`src/design/block_delta_encoder_assert.svh`:
```
// Assertion macros for the block delta encoder.
`ifndef BLOCK_DELTA_ENCODER_ASSERT_SVH
`define BLOCK_DELTA_ENCODER_ASSERT_SVH
`ifndef SYNTHESIS
// Check that cons holds in the same cycle as ante.
`define BDE_ASSERT_NOW(lbl, clk, rst, ante, cons) \
   lbl: assert property (@(posedge clk) disable iff (rst) (ante) |-> (cons)) \
      else $error("block delta encoder: same-cycle check failed");
// Check that cons holds in the cycle after ante.
`define BDE_ASSERT_NEXT(lbl, clk, rst, ante, cons) \
   lbl: assert property (@(posedge clk) disable iff (rst) (ante) |=> (cons)) \
      else $error("block delta encoder: next-cycle check failed");
`else
`define BDE_ASSERT_NOW(lbl, clk, rst, ante, cons)
`define BDE_ASSERT_NEXT(lbl, clk, rst, ante, cons)
`endif
`endif

```
`src/design/bde_pkg.sv`:
```
// Shared types and constants of the block delta encoder.
`default_nettype none
package bde_pkg;
   localparam int unsigned OFFSET_WIDTH_DEF = 32;
   localparam int unsigned MAX_BLOCK_DEF    = 64;
   localparam int unsigned LEN_W            = 32;
   localparam int unsigned BYTE_W           = 8;
   localparam int unsigned BSIZE_W          = 7;
   localparam int unsigned KIND_W           = 2;
   localparam int unsigned REG_IDX_W        = 2;
   localparam int unsigned QUEUE_DEPTH      = 4;
   localparam int unsigned QPTR_W           = $clog2(QUEUE_DEPTH);
   localparam logic [BSIZE_W-1:0] BSIZE_RESET = BSIZE_W'(1);

   localparam logic OP_COMPARE = 1'b0;
   localparam logic OP_FINISH  = 1'b1;

   typedef enum logic [REG_IDX_W-1:0] {
      REG_BLOCK_SIZE = REG_IDX_W'(0),
      REG_OLD_LENGTH = REG_IDX_W'(1),
      REG_NEW_LENGTH = REG_IDX_W'(2)
   } reg_idx_type;

   typedef enum logic [KIND_W-1:0] {
      KIND_UPDATE = KIND_W'(0),
      KIND_DELETE = KIND_W'(1),
      KIND_INSERT = KIND_W'(2)
   } kind_type;

   typedef struct packed {
      kind_type          kind;
      logic [LEN_W-1:0]  start;
      logic [LEN_W-1:0]  length;
   } rec_type;

   // One queue entry: one or two records caused by one input word.
   typedef struct packed {
      logic    two;
      rec_type rec0;
      rec_type rec1;
   } entry_type;

   typedef struct packed {
      logic full;
      logic nonempty;
   } qstat_type;
endpackage
`default_nettype wire

```
`src/design/bde_req_if.sv`:
```
// Request and response channel interfaces of the block delta encoder.
`default_nettype none
interface bde_req_if;
   import bde_pkg::*;
   logic              valid;
   logic              ready;
   logic              op;
   logic [BYTE_W-1:0] old_byte;
   logic [BYTE_W-1:0] new_byte;
   modport source (output valid, output op, output old_byte, output new_byte, input ready);
   modport sink (input valid, input op, input old_byte, input new_byte, output ready);
endinterface

interface bde_rsp_if;
   import bde_pkg::*;
   logic              valid;
   logic              ready;
   logic [KIND_W-1:0] record_kind;
   logic [LEN_W-1:0]  record_start;
   logic [LEN_W-1:0]  record_length;
   logic              run_last;
   modport source (output valid, output record_kind, output record_start,
                   output record_length, output run_last, input ready);
   modport sink (input valid, input record_kind, input record_start,
                 input record_length, input run_last, output ready);
endinterface
`default_nettype wire

```
`src/design/bde_front.sv`:
```
// Front end: configuration registers, block and run tracking, record building.
`default_nettype none
module bde_front #(
   parameter int unsigned OFFSET_WIDTH = bde_pkg::OFFSET_WIDTH_DEF,
   parameter int unsigned MAX_BLOCK    = bde_pkg::MAX_BLOCK_DEF
) (
   input  wire logic                          clock,
   input  wire logic                          reset,
   input  wire logic                          csr_we,
   input  wire logic [bde_pkg::REG_IDX_W-1:0] csr_index,
   input  wire logic [bde_pkg::LEN_W-1:0]     csr_wdata,
   input  wire logic                          req_valid,
   output logic                               req_ready,
   input  wire logic                          req_op,
   input  wire logic [bde_pkg::BYTE_W-1:0]    req_old_byte,
   input  wire logic [bde_pkg::BYTE_W-1:0]    req_new_byte,
   input  wire bde_pkg::qstat_type            q_stat,
   output logic                               push,
   output bde_pkg::entry_type                 push_entry
);
   import bde_pkg::*;

   localparam int unsigned OW   = OFFSET_WIDTH;
   localparam int unsigned OFFW = $clog2(MAX_BLOCK + 1);
   localparam int unsigned EW   = OFFW + BSIZE_W + 1;
   localparam int unsigned XW   = OW + LEN_W;

   function automatic logic [LEN_W-1:0] to_len(input logic [OW-1:0] v);
      logic [XW-1:0] wide;
      wide = {{LEN_W{1'b0}}, v};
      return wide[LEN_W-1:0];
   endfunction

   logic [BSIZE_W-1:0] block_size_ff;
   logic [LEN_W-1:0]   old_length_ff;
   logic [LEN_W-1:0]   new_length_ff;

   logic [OW-1:0]   pos_ff, pos_in;
   logic [OW-1:0]   block_start_ff, block_start_in;
   logic [OW-1:0]   run_start_ff, run_start_in;
   logic [OFFW-1:0] off_ff, off_in;
   logic            mism_ff, mism_in;
   logic            run_ff, run_in;

   logic [LEN_W-1:0] common;
   logic             in_range;
   logic [EW-1:0]    bs_x;
   logic [EW-1:0]    eff_x;
   logic [OFFW-1:0]  eff;
   logic [OFFW-1:0]  off_inc;
   logic [OW-1:0]    pos_inc;
   logic             cmp_mism;
   logic             accept;
   logic             fin_upd;
   logic [OW-1:0]    fin_rs;
   logic [OW-1:0]    fin_end;
   logic             ext_valid;
   rec_type          ext_rec;
   rec_type          upd_blk;
   rec_type          upd_fin;

   always_ff @(posedge clock) begin
      if (reset) begin
         block_size_ff <= BSIZE_RESET;
         old_length_ff <= '0;
         new_length_ff <= '0;
      end else if (csr_we) begin
         unique case (csr_index)
            REG_BLOCK_SIZE: block_size_ff <= csr_wdata[BSIZE_W-1:0];
            REG_OLD_LENGTH: old_length_ff <= csr_wdata;
            REG_NEW_LENGTH: new_length_ff <= csr_wdata;
            default: ;
         endcase
      end
   end

   always_comb begin
      common   = (old_length_ff < new_length_ff) ? old_length_ff : new_length_ff;
      in_range = {{LEN_W{1'b0}}, pos_ff} < {{OW{1'b0}}, common};
      // Clamp block size into 1..MAX_BLOCK.
      bs_x = EW'(block_size_ff);
      if (bs_x == '0) begin
         eff_x = EW'(1);
      end else if (bs_x > EW'(MAX_BLOCK)) begin
         eff_x = EW'(MAX_BLOCK);
      end else begin
         eff_x = bs_x;
      end
      eff      = eff_x[OFFW-1:0];
      off_inc  = off_ff + OFFW'(1);
      pos_inc  = pos_ff + OW'(1);
      cmp_mism = mism_ff | (req_old_byte != req_new_byte);
      req_ready = !q_stat.full;
      accept    = req_valid && req_ready;

      upd_blk.kind   = KIND_UPDATE;
      upd_blk.start  = to_len(run_start_ff);
      upd_blk.length = to_len(block_start_ff - run_start_ff);

      // Finish: a dirty partial block opens or extends the run to pos;
      // a clean partial block ends the run at its own start.
      fin_upd = run_ff || ((off_ff != '0) && mism_ff);
      fin_rs  = run_ff ? run_start_ff : block_start_ff;
      fin_end = ((off_ff != '0) && !mism_ff) ? block_start_ff : pos_ff;
      upd_fin.kind   = KIND_UPDATE;
      upd_fin.start  = to_len(fin_rs);
      upd_fin.length = to_len(fin_end - fin_rs);

      ext_valid = old_length_ff != new_length_ff;
      if (old_length_ff > new_length_ff) begin
         ext_rec.kind   = KIND_DELETE;
         ext_rec.start  = new_length_ff;
         ext_rec.length = old_length_ff - new_length_ff;
      end else begin
         ext_rec.kind   = KIND_INSERT;
         ext_rec.start  = old_length_ff;
         ext_rec.length = new_length_ff - old_length_ff;
      end

      pos_in         = pos_ff;
      block_start_in = block_start_ff;
      run_start_in   = run_start_ff;
      off_in         = off_ff;
      mism_in        = mism_ff;
      run_in         = run_ff;
      push           = 1'b0;
      push_entry     = '0;

      if (accept) begin
         if (req_op == OP_COMPARE) begin
            if (in_range) begin
               pos_in  = pos_inc;
               off_in  = off_inc;
               mism_in = cmp_mism;
               if (off_inc >= eff) begin
                  off_in         = '0;
                  mism_in        = 1'b0;
                  block_start_in = pos_inc;
                  if (cmp_mism) begin
                     if (!run_ff) begin
                        run_in       = 1'b1;
                        run_start_in = block_start_ff;
                     end
                  end else if (run_ff) begin
                     run_in          = 1'b0;
                     push            = 1'b1;
                     push_entry.rec0 = upd_blk;
                  end
               end
            end
         end else begin
            if (fin_upd) begin
               push            = 1'b1;
               push_entry.rec0 = upd_fin;
               push_entry.rec1 = ext_rec;
               push_entry.two  = ext_valid;
            end else if (ext_valid) begin
               push            = 1'b1;
               push_entry.rec0 = ext_rec;
            end
            pos_in         = '0;
            block_start_in = '0;
            run_start_in   = '0;
            off_in         = '0;
            mism_in        = 1'b0;
            run_in         = 1'b0;
         end
      end
   end

   always_ff @(posedge clock) begin
      if (reset) begin
         pos_ff         <= '0;
         block_start_ff <= '0;
         run_start_ff   <= '0;
         off_ff         <= '0;
         mism_ff        <= 1'b0;
         run_ff         <= 1'b0;
      end else begin
         pos_ff         <= pos_in;
         block_start_ff <= block_start_in;
         run_start_ff   <= run_start_in;
         off_ff         <= off_in;
         mism_ff        <= mism_in;
         run_ff         <= run_in;
      end
   end
endmodule
`default_nettype wire

```
`src/design/bde_queue.sv`:
```
// Short entry queue between the front end and the back end.
`default_nettype none
module bde_queue (
   input  wire logic               clock,
   input  wire logic               reset,
   input  wire logic               push,
   input  wire bde_pkg::entry_type push_entry,
   input  wire logic               pop,
   output bde_pkg::entry_type      head,
   output bde_pkg::qstat_type      q_stat
);
   import bde_pkg::*;

   entry_type           mem_ff [QUEUE_DEPTH];
   logic [QPTR_W-1:0]   wr_ptr_ff, wr_ptr_in;
   logic [QPTR_W-1:0]   rd_ptr_ff, rd_ptr_in;
   logic [QPTR_W:0]     count_ff, count_in;

   always_comb begin
      head            = mem_ff[rd_ptr_ff];
      q_stat.full     = count_ff == (QPTR_W + 1)'(QUEUE_DEPTH);
      q_stat.nonempty = count_ff != '0;
      wr_ptr_in       = push ? wr_ptr_ff + QPTR_W'(1) : wr_ptr_ff;
      rd_ptr_in       = pop ? rd_ptr_ff + QPTR_W'(1) : rd_ptr_ff;
      case ({push, pop})
         2'b10:   count_in = count_ff + (QPTR_W + 1)'(1);
         2'b01:   count_in = count_ff - (QPTR_W + 1)'(1);
         default: count_in = count_ff;
      endcase
   end

   always_ff @(posedge clock) begin
      if (push) begin
         mem_ff[wr_ptr_ff] <= push_entry;
      end
   end

   always_ff @(posedge clock) begin
      if (reset) begin
         wr_ptr_ff <= '0;
         rd_ptr_ff <= '0;
         count_ff  <= '0;
      end else begin
         wr_ptr_ff <= wr_ptr_in;
         rd_ptr_ff <= rd_ptr_in;
         count_ff  <= count_in;
      end
   end
endmodule
`default_nettype wire

```
`src/design/bde_back.sv`:
```
// Back end: expand queue entries into records and hold the output register.
`default_nettype none
module bde_back (
   input  wire logic               clock,
   input  wire logic               reset,
   input  wire bde_pkg::entry_type head,
   input  wire bde_pkg::qstat_type q_stat,
   output logic                    pop,
   output logic                    rsp_valid,
   input  wire logic               rsp_ready,
   output bde_pkg::rec_type        rsp_rec,
   output logic                    rsp_last
);
   import bde_pkg::*;

   logic    phase_ff, phase_in;
   logic    valid_ff, valid_in;
   rec_type rec_ff, rec_in;
   logic    last_ff, last_in;
   logic    load;

   always_comb begin
      load     = !valid_ff || rsp_ready;
      phase_in = phase_ff;
      valid_in = valid_ff;
      rec_in   = rec_ff;
      last_in  = last_ff;
      pop      = 1'b0;
      if (load) begin
         valid_in = q_stat.nonempty;
         if (q_stat.nonempty) begin
            // Second half of a two-record entry goes out on the next load.
            rec_in   = phase_ff ? head.rec1 : head.rec0;
            last_in  = phase_ff || !head.two;
            pop      = phase_ff || !head.two;
            phase_in = head.two && !phase_ff;
         end
      end
   end

   always_ff @(posedge clock) begin
      if (reset) begin
         phase_ff <= 1'b0;
         valid_ff <= 1'b0;
      end else begin
         phase_ff <= phase_in;
         valid_ff <= valid_in;
      end
   end

   always_ff @(posedge clock) begin
      rec_ff  <= rec_in;
      last_ff <= last_in;
   end

   assign rsp_valid = valid_ff;
   assign rsp_rec   = rec_ff;
   assign rsp_last  = last_ff;
endmodule
`default_nettype wire

```
`src/design/block_delta_encoder.sv`:
```
// Top level of the block delta encoder.
//
//   channel   dir  handshake        word contents
//   req_chan  in   valid / ready    op, old_byte, new_byte
//   rsp_chan  out  valid / ready    record_kind, record_start, record_length, run_last
//   csr_*     in   csr_we only      csr_index, csr_wdata
//
// One input word is taken per cycle while the queue is not full; the front end
// handles a word that closes a block by comparing the pair and updating the run state.
// The back end drains one record per cycle from its output register while
// rsp_chan.ready is high; a finish word with two records sends them one after the other.
// A four-entry queue parts the two ends; req_chan.ready drops only when it is full.
// Reset is synchronous and active high; it clears the stream state and sets
// block_size to 1 and both lengths to 0.
`default_nettype none
`include "block_delta_encoder_assert.svh"
module block_delta_encoder #(
   parameter int unsigned OFFSET_WIDTH = bde_pkg::OFFSET_WIDTH_DEF,
   parameter int unsigned MAX_BLOCK    = bde_pkg::MAX_BLOCK_DEF
) (
   input  wire logic                          clock,
   input  wire logic                          reset,
   input  wire logic                          csr_we,
   input  wire logic [bde_pkg::REG_IDX_W-1:0] csr_index,
   input  wire logic [bde_pkg::LEN_W-1:0]     csr_wdata,
   bde_req_if.sink                            req_chan,
   bde_rsp_if.source                          rsp_chan
);
   import bde_pkg::*;

   // Front end to queue.
   logic      push;
   entry_type push_entry;
   qstat_type q_stat;

   // Queue to back end.
   entry_type head;
   logic      pop;
   rec_type   rsp_rec;
   logic      req_ready;
   logic      rsp_valid;
   logic      rsp_last;

   // Classify each word, track blocks and runs, build the records.
   bde_front #(
      .OFFSET_WIDTH (OFFSET_WIDTH),
      .MAX_BLOCK    (MAX_BLOCK)
   ) u_front (
      .clock        (clock),
      .reset        (reset),
      .csr_we       (csr_we),
      .csr_index    (csr_index),
      .csr_wdata    (csr_wdata),
      .req_valid    (req_chan.valid),
      .req_ready    (req_ready),
      .req_op       (req_chan.op),
      .req_old_byte (req_chan.old_byte),
      .req_new_byte (req_chan.new_byte),
      .q_stat       (q_stat),
      .push         (push),
      .push_entry   (push_entry)
   );

   // Hold records while the output side stalls.
   bde_queue u_queue (
      .clock      (clock),
      .reset      (reset),
      .push       (push),
      .push_entry (push_entry),
      .pop        (pop),
      .head       (head),
      .q_stat     (q_stat)
   );

   // Advance one record per cycle toward the output register while it is empty or taken.
   bde_back u_back (
      .clock     (clock),
      .reset     (reset),
      .head      (head),
      .q_stat    (q_stat),
      .pop       (pop),
      .rsp_valid (rsp_valid),
      .rsp_ready (rsp_chan.ready),
      .rsp_rec   (rsp_rec),
      .rsp_last  (rsp_last)
   );

   assign req_chan.ready         = req_ready;
   assign rsp_chan.valid         = rsp_valid;
   assign rsp_chan.record_kind   = rsp_rec.kind;
   assign rsp_chan.record_start  = rsp_rec.start;
   assign rsp_chan.record_length = rsp_rec.length;
   assign rsp_chan.run_last      = rsp_last;

   // A two-record entry is always an update followed by a delete or insert.
   `BDE_ASSERT_NOW(a_two_rec_order, clock, reset, push && push_entry.two, push_entry.rec0.kind == KIND_UPDATE && push_entry.rec1.kind != KIND_UPDATE)
   // A compare word yields at most one update record.
   `BDE_ASSERT_NOW(a_cmp_single_update, clock, reset, push && req_chan.valid && req_ready && req_chan.op == OP_COMPARE, !push_entry.two && push_entry.rec0.kind == KIND_UPDATE)
   // Delete and insert records always close their word.
   `BDE_ASSERT_NOW(a_ext_is_last, clock, reset, rsp_valid && rsp_chan.record_kind != KIND_UPDATE, rsp_last)
   // After a non-last record is taken, the length record follows at once.
   `BDE_ASSERT_NEXT(a_second_follows, clock, reset, rsp_valid && rsp_chan.ready && !rsp_last, rsp_valid && rsp_chan.record_kind != KIND_UPDATE)
endmodule
`default_nettype wire
```
`src/flat_wrapper.sv`:
```
// flat-port wrapper written by rule: the top's interface ports become plain ports
module block_delta_encoder_flat import bde_pkg::*;
#(
   parameter int unsigned OFFSET_WIDTH = bde_pkg::OFFSET_WIDTH_DEF,
   parameter int unsigned MAX_BLOCK    = bde_pkg::MAX_BLOCK_DEF
)
  (clock, reset, csr_we, csr_index, csr_wdata, req_chan_valid, req_chan_op, req_chan_old_byte, req_chan_new_byte, req_chan_ready, rsp_chan_valid, rsp_chan_record_kind, rsp_chan_record_start, rsp_chan_record_length, rsp_chan_run_last, rsp_chan_ready);
  bde_req_if req_chan_i ();
  bde_rsp_if rsp_chan_i ();
  input  wire logic clock;
  input  wire logic reset;
  input  wire logic csr_we;
  input  wire logic [bde_pkg::REG_IDX_W-1:0] csr_index;
  input  wire logic [bde_pkg::LEN_W-1:0] csr_wdata;
  input wire logic [$bits(req_chan_i.valid)-1:0] req_chan_valid;
  input wire logic [$bits(req_chan_i.op)-1:0] req_chan_op;
  input wire logic [$bits(req_chan_i.old_byte)-1:0] req_chan_old_byte;
  input wire logic [$bits(req_chan_i.new_byte)-1:0] req_chan_new_byte;
  output wire logic [$bits(req_chan_i.ready)-1:0] req_chan_ready;
  output wire logic [$bits(rsp_chan_i.valid)-1:0] rsp_chan_valid;
  output wire logic [$bits(rsp_chan_i.record_kind)-1:0] rsp_chan_record_kind;
  output wire logic [$bits(rsp_chan_i.record_start)-1:0] rsp_chan_record_start;
  output wire logic [$bits(rsp_chan_i.record_length)-1:0] rsp_chan_record_length;
  output wire logic [$bits(rsp_chan_i.run_last)-1:0] rsp_chan_run_last;
  input wire logic [$bits(rsp_chan_i.ready)-1:0] rsp_chan_ready;
  assign req_chan_i.valid = req_chan_valid;
  assign req_chan_i.op = req_chan_op;
  assign req_chan_i.old_byte = req_chan_old_byte;
  assign req_chan_i.new_byte = req_chan_new_byte;
  assign req_chan_ready = req_chan_i.ready;
  assign rsp_chan_valid = rsp_chan_i.valid;
  assign rsp_chan_record_kind = rsp_chan_i.record_kind;
  assign rsp_chan_record_start = rsp_chan_i.record_start;
  assign rsp_chan_record_length = rsp_chan_i.record_length;
  assign rsp_chan_run_last = rsp_chan_i.run_last;
  assign rsp_chan_i.ready = rsp_chan_ready;
  block_delta_encoder #(.OFFSET_WIDTH(OFFSET_WIDTH), .MAX_BLOCK(MAX_BLOCK)) u_core (.clock(clock), .reset(reset), .csr_we(csr_we), .csr_index(csr_index), .csr_wdata(csr_wdata), .req_chan(req_chan_i), .rsp_chan(rsp_chan_i));
endmodule
```
`config.mk`:
```
export PLATFORM = sky130hd
export DESIGN_NAME = block_delta_encoder_flat
export DESIGN_NICKNAME = d
export VERILOG_FILES = /design/src/design/bde_pkg.sv /design/src/design/bde_req_if.sv /design/src/design/bde_front.sv /design/src/design/bde_queue.sv /design/src/design/bde_back.sv /design/src/design/block_delta_encoder.sv /design/src/flat_wrapper.sv
export VERILOG_INCLUDE_DIRS = /design/src /design/src/design
export SDC_FILE = /design/constraint.sdc
export NUM_CORES = 1
export LEC_CHECK = 0
export BUFFER_PORTS_ARGS = -buffer_cell sky130_fd_sc_hd__buf_4
export CAP_MARGIN = 20
export CORE_UTILIZATION = 55
export DETAILED_ROUTE_END_ITERATION = 6
export PLACE_DENSITY = 0.73
export SYNTH_ARGS = -nofsm -noshare
export SYNTH_HDL_FRONTEND = slang
export SYNTH_SLANG_ARGS = --single-unit
```
`constraint.sdc`:
```
create_clock -name clock -period 11.1 [get_ports clock]
set_input_delay 0 -clock clock [delete_from_list [all_inputs] [get_ports clock]]
set_output_delay 0 -clock clock [all_outputs]
set_load 0.1 [all_outputs]
```
# ---- After elaboration in Yosys (flattened, before gate mapping)
# Memory sizes are Yosys's and may differ from the RTL's. A register that Yosys moved wholly into a read port is not among the register bits.
# Cells that the tools add are included.
dict set report word_totals {
  ff_bits 252
  ramBits 532
  inputBits 56
  output_inout_bits 69
  word_cells 122
  mem_count 1
}
# memory words word_bits rd rd_ports_with_merged_regs wr line
set mem_list {}
lappend mem_list {u_core.u_queue.mem_ff 4 133 1 1 1 bde_queue.sv:14} ;# entry_type mem_ff [QUEUE_DEPTH];
dict set report op_classes {
  addsub 10
  magnitude_cmp 5
  n_eq_ne 7
  muxes 53
  n_bitwise 1
  reduce_logical 27
}
# cell n
set op_table {}
lappend op_table {{$mux W66} 7}
lappend op_table {{$mux W32} 12}
lappend op_table {{$mux W64} 4}
lappend op_table {{$mux W133} 1}
lappend op_table {{$sub A32 B32 Y32} 4}
lappend op_table {{$lt A32 B32 Y1} 2}
lappend op_table {{$mux W7} 5}
lappend op_table {{$add A32 B1 Y32 const B} 1}
lappend op_table {{$gt A32 B32 Y1} 1}
lappend op_table {{$ne A32 B32 Y1} 1}
lappend op_table {{$mux W1} 21}
lappend op_table {{$reduce_and A2 Y1} 5}
lappend op_table {{$ne A8 B8 Y1} 1}
lappend op_table {{$reduce_bool A2 Y1} 4}
lappend op_table {{$add A7 B1 Y7 const B} 1}
lappend op_table {{$ge A7 B7 Y1} 1}
lappend op_table {{$gt A7 B7 Y1 const B} 1}
lappend op_table {{$logic_not A7 Y1} 1}
lappend op_table {{$reduce_bool A7 Y1} 1}
lappend op_table {{$pmux W3 S2} 1}
lappend op_table {{$logic_not A1 Y1} 5}
lappend op_table {{$add A2 B1 Y2 const B} 2}
lappend op_table {{$eq A2 B1 Y1 const B} 2}
lappend op_table {{$eq A2 B2 Y1 const B} 2}
lappend op_table {{11 further kinds} 17}

# ---- Longest topological paths before layout
dict set report depth {
  ltp_word 10
  mapped_depth 31
  ltp_nobuf 28
}

# ---- By module
# A second synthesis with hierarchy kept.
dict set report unflattened {
  cells_unflattened 3296
  area_unflattened_um2 39988.4
}
# mod n_inst cells_per_inst area_each_um2 seq_area_each_um2
set by_module_without_submodules {}
lappend by_module_without_submodules {bde_queue 1 738 19596.3 16155.5}
lappend by_module_without_submodules {bde_front 1 2407 17371.7 3523.4}
lappend by_module_without_submodules {bde_back 1 151 3020.4 2052.0}

# ---- Worst setup path before layout
# OpenSTA, ideal clock, no wires.
dict set report synth_path {
  path_type {register to register}
  from {register u_core.u_front.old_length_ff[19]}
  to {memory u_core.u_queue.mem_ff[0][0] (netlist bit), enable pin}
  setup_time_ns 0.508
  arrival_time_ns 7.859
  t_required_ns 10.592
  setup_slack_ns 2.733
  path_stages_with_launch 25
  path_buffers 4
  period_less_slack_ns 8.367
  path_cell_list {dfxtp_1 inv_1 ha_1 clkbuf_1 nand2_1 o21ai_0 a21oi_1 a21oi_1 a21o_1 clkbuf_1 clkbuf_1 nor2_1 a21oi_1 ha_1 a21o_1 a21o_1 a221o_1 a221o_1 a21o_1 nor2_1 nand4_1 o21a_1 buf_2 a31oi_1 and2_1}
}
dict set report synth_via {
  elab_chain_cells 8
  elab_cells_between_ends 11
  classes_between {2 x order compare; 1 x eq/ne; 8 x mux}
}
# item line
set synth_lines {}
lappend synth_lines {{start: declaration} bde_front.sv:35} ;# logic [LEN_W-1:0] old_length_ff;
lappend synth_lines {{start signal: assignment} bde_front.sv:70} ;# REG_OLD_LENGTH: old_length_ff <= csr_wdata;
lappend synth_lines {{$lt A32 B32 Y1} bde_front.sv:78} ;# common = (old_length_ff < new_length_ff) ? old_length_ff : new_length_ff;
lappend synth_lines {{$mux W32} bde_front.sv:78}
lappend synth_lines {{$lt A32 B32 Y1} bde_front.sv:79} ;# in_range = {{LEN_W{1'b0}}, pos_ff} < {{OW{1'b0}}, common};
lappend synth_lines {{$mux W1} bde_front.sv:131} ;# if (in_range) begin
lappend synth_lines {{$mux W1 *} bde_front.sv:130} ;# if (req_op == OP_COMPARE) begin
lappend synth_lines {{$mux W1 *} bde_front.sv:129} ;# if (accept) begin
lappend synth_lines {{$mux W1 *} bde_queue.sv:33} ;# if (push) begin
lappend synth_lines {{$mux W1 (implied by the code) *} bde_queue.sv:34} ;# mem_ff[wr_ptr_ff] <= push_entry;
lappend synth_lines {{end: declaration} bde_queue.sv:14}
# Every way passes the cells marked *; elsewhere a longest branch is shown, timed or not.

# ---- Worst setup path in the final report
dict set report layout_path {
  from {register u_core.u_front.old_length_ff[18]}
  to {memory u_core.u_queue.mem_ff[3][99] (netlist bit), enable pin}
}
# Same word-level chain as after synthesis.

==> results.yml <==
finish:
  antenna_cells: 0
  num-nets-final: 3787
  fin_cells: 4572
  synthToLayoutAreaGrowth_pct: 13.0
  drive_above_1_share_pct: 13.9
worst_setup_path:
  required_ns: 11.37
  cp-start-kind: "flop"
  cp_max_fo: 65
  end_kind: "flop"
  cp_cell_sequence: "inv_1, ha_1, nand2_1, o21ai_0, a21oi_1, a21oi_1, a21o_2, buf_4, nor2_1, a21oi_1, ha_1, and4_1, and3_1, and2_1, a221o_1, a21o_1, nor2_1, nand4_1, o21a_2, a31oi_1, and2_4, buf_4"
  critPathMaxStageDelay_ns: 0.84
  cp_data_arrival_time_ns: 8.12
  r2r_end: "u_core.u_queue.mem_ff[3][99]$_DFFE_PP_"
  crit_type: "reg2reg"
  reg2reg_slack_ns: 3.25
  reg2regPathDepth: 22
  crit_top_cell: "a21oi_1"
  slowest_stage: "buf_4"
  r2r_start: "u_core.u_front.old_length_ff[18]$_SDFFE_PP0P_"
synth:
  synth-seq-cells: 786
  synth_edf_count: 599
  synth_ff_type: "edfxtp_1"
  synth_most_common_cell: "edfxtp_1"
  netlist_area_um2: 39900
  syn_area_per_cell_um2: 11.6
  ys_types: 78
  synthCells: 3446
  ys_warn_count: 0
  synth_top_area_cell: "edfxtp_1"
  synth_common_cells: "edfxtp_1, nand2_1, nor2_1"
  yosys.area.top_type_share_pct: 45.1
  synth_area_leaders: "edfxtp_1, dfxtp_1, mux4_2, ha_1, nand2_1"
  async_flop_share_pct: 0
  synth_nets: 3678
  ys_seq_area_share_pct: 54.4
placement:
  pre_cts_ws_ns: 3.39
  gp_congestion: 0.962
  dp_hpwl_um: 72500
  placed_cells: 4367
  io_buffers: 124
timing:
  fin_worst_skew_ns: 0.0410
  fin_setup_tns_ns: 0
  hold_viol_final: 0
  tightest_slew_ns: 1.22
  slew_violations: 0
  setup_slack_ns: 3.25
  rsz0062_at_grt: "false"
  setup_violations: 0
  layout_worst_path_cycle_share_pct: 70.7
  timing.fmax_mhz: 127
  maxSlewHeadroom_pct: 17.8
  whs_ns: 0.0438
  finalCriticalPeriod_ns: 7.85
routing:
  drtPass1Iterations: 5
  routed-via-count: 28248
  ant_nets: 0
  vias_per_cell: 6.18
  drc: 0
  wl_per_cell_um: 23.5
  drt_iter0_drc: 2847
  routed_wl_um: 107000
pwr:
  power_frac_seq_pct: 37.0
  power_leakage_nw: 16.7
  internal_power_mw: 6.19
  comb_power_share_pct: 33.1
  p_sw_mw: 3.68
  power.density_nw_per_um2: 219
  swShare_pct: 37.3
  p_clk_share_pct: 29.9
  power.total_mw: 9.87
  ir_drop_mv: 0.211
global_routing:
  grt_max_degree: 80
  gr-total-overflow: 0
  grt_pass1_wl_um: 163000
  antenna_found_initial: 1
  grt_use_total_pct: 29.0
  first_global_vias: 27100
clock_tree:
  cts_tree: "built"
  cts_resized: 0
  clock_latency_ns: 0.68
  clock_path_buffers: 3
  cts.sinks: 786
  cts_root_buf: "clkbuf_16"
  path_clk_slew_ns: 0.06
  cts_buffers: 82
  h-tree-depth: 3
hold_path:
  min_path_cells: 5
  min_path_type: "in2reg"
  worst_hold_path.endpoint: "u_core.u_queue.wr_ptr_ff[1]$_SDFFE_PP0P_"
  min-delay-start: "req_chan_op"
floorplanning:
  dieArea_um2: 73700
  rows: 98
  core-area_um2: 71600
  pin_count: 125
  die_h_um: 271
  start_util_pct: 55.8
  die_x_um: 271
run:
  max_cap_viol_count: 0
outcome:
  status: "completed"
[routing by layer]
| metal | vias up | track usage (%) | routed length (um) |
|---|---|---|---|
| li1 | 12980 | - | - |
| met4 | 2 | 12.3 | 4410 |
| met5 | - | 0 | 13 |
| met2 | 1136 | 46.7 | 50700 |
| met1 | 13927 | 39.4 | 45000 |
| met3 | 203 | 4.18 | 7230 |
[timing repair]
action                                  4_1_cts  5_1_grt
endpoints found under the hold margin        93        0
hold buffers                                 52        0
setup buffers                                 0        0
endpoints found under the setup margin        0        0
[power by group through the flow]
| stage | clock network (mW) | logic (mW) | registers [mW] |
|---|---|---|---|
| floorplan | 0 | 1.48 | 4.62 |
| global placement | 0 | 3.22 | 3.71 |
| detailed placement | 0 | 3.24 | 3.71 |
| CTS | 2.98 | 3.27 | 3.66 |
| global route | 3.09 | 3.43 | 3.68 |
| finish | 2.95 | 3.27 | 3.65 |
[flip-flops by register name (all words and copies together), names as in the netlist, named ones only]
name and count:
u_core.u_queue.mem_ff 532, u_core.u_back.rsp_last 1, u_core.u_front.off_ff 7, u_core.u_back.rsp_rec 66, u_core.u_front.new_length_ff 32, u_core.u_queue.count_ff 3, u_core.u_front.mism_ff 1, u_core.u_front.old_length_ff 32
u_core.u_queue.wr_ptr_ff 2, u_core.u_back.phase_ff 1, u_core.u_queue.rd_ptr_ff 2, u_core.u_front.run_ff 1, u_core.u_front.block_start_ff 32, u_core.u_front.run_start_ff 32, u_core.u_front.block_size_ff 7, u_core.u_back.rsp_valid 1
u_core.u_front.pos_ff 32
[how the worst max path moves through the flow]
stage	start	end	slack, ns	cells after the start
after floorplan	u_core.u_front.old_length_ff[19]$_SDFFE_PP0P_	u_core.u_queue.mem_ff[0][0]$_DFFE_PP_	2.73	24
after global placement	u_core.u_front.old_length_ff[19]$_SDFFE_PP0P_	u_core.u_queue.mem_ff[0][34]$_DFFE_PP_	3.44	22
after detailed placement	u_core.u_front.old_length_ff[18]$_SDFFE_PP0P_	u_core.u_queue.mem_ff[0][128]$_DFFE_PP_	3.39	22
after CTS	u_core.u_front.old_length_ff[18]$_SDFFE_PP0P_	u_core.u_queue.mem_ff[0][125]$_DFFE_PP_	3.34	22
after global routing	u_core.u_front.old_length_ff[18]$_SDFFE_PP0P_	u_core.u_queue.mem_ff[0][63]$_DFFE_PP_	2.70	22
final	u_core.u_front.old_length_ff[18]$_SDFFE_PP0P_	u_core.u_queue.mem_ff[3][99]$_DFFE_PP_	3.25	22
[per-stage QoR]
stage / utilization (%) / area [um2]
final: 63.0 / 45100
after global routing: 63.0 / 45100
after CTS: 63.0 / 45100
after detailed placement: 58.1 / 41600
after global placement: 58.1 / 41600
after floorplan: - / 39900
[layout by cell type (no fill, tap or decap), types with 9 or more instances in the layout]
master,instances
nor2_1,287
ha_1,171
and2_1,13
nand2_1,489
inv_1,141
clkinv_2,12
nand3b_1,20
dlygate4sd3_1,52
o221ai_1,45
mux2_2,31
edfxtp_1,599
o21bai_1,25
nand2b_1,18
xnor2_1,56
o21a_1,20
and3_1,22
o2bb2ai_1,32
a21oi_1,280
xor2_1,61
nor2b_1,14
nor3_1,37
mux4_2,133
or3_1,15
nand3_1,34
a21o_1,66
a211oi_1,27
a31oi_1,14
clkbuf_1,16
buf_4,167
clkbuf_8,9
nor4_1,12
dfxtp_1,183
bufinv_16,13
o211ai_1,13
o31ai_1,14
o21ai_0,120
mux2i_1,108
clkbuf_16,82
nand4_1,27
[logic make-up (layout without fill, tap and decap cells)]
group                    count (synthesis)  in the layout  share of synthesized area (%)
AO/OA/AOI/OAI                          737            737                           11.8
AND/OR/NAND/NOR                       1017           1017                           11.0
multiplexers                           273            273                           11.1
adder cells (fa/ha/maj)                176            176                           5.61
buffers and inverters                  340            516                           3.38
flip-flops                             786            786                           54.4
XOR/XNOR                               117            117                           2.57
[area by class of cell]
cell class | count | area (um2)
Sequential cell | 786 | 21700
Clock inverter | 44 | 698
Fill cell | 5473 | 26500
Inverter | 144 | 542
Clock buffer | 107 | 2240
Tap cell | 950 | 1190
Multi-Input combinational cell | 2320 | 16900
Timing Repair Buffer | 221 | 1790
[critical path: cells and delay by family, from the launching register on]
family	cells	cell delay, ns
AO/OA/AOI/OAI	9	3.05
AND/OR/NAND/NOR	8	1.66
buffers and inverters	3	1.38
adder cells (fa/ha/maj)	2	0.82
flip-flops	1	0.37
Note: power is estimated with default switching activity, not from simulation.
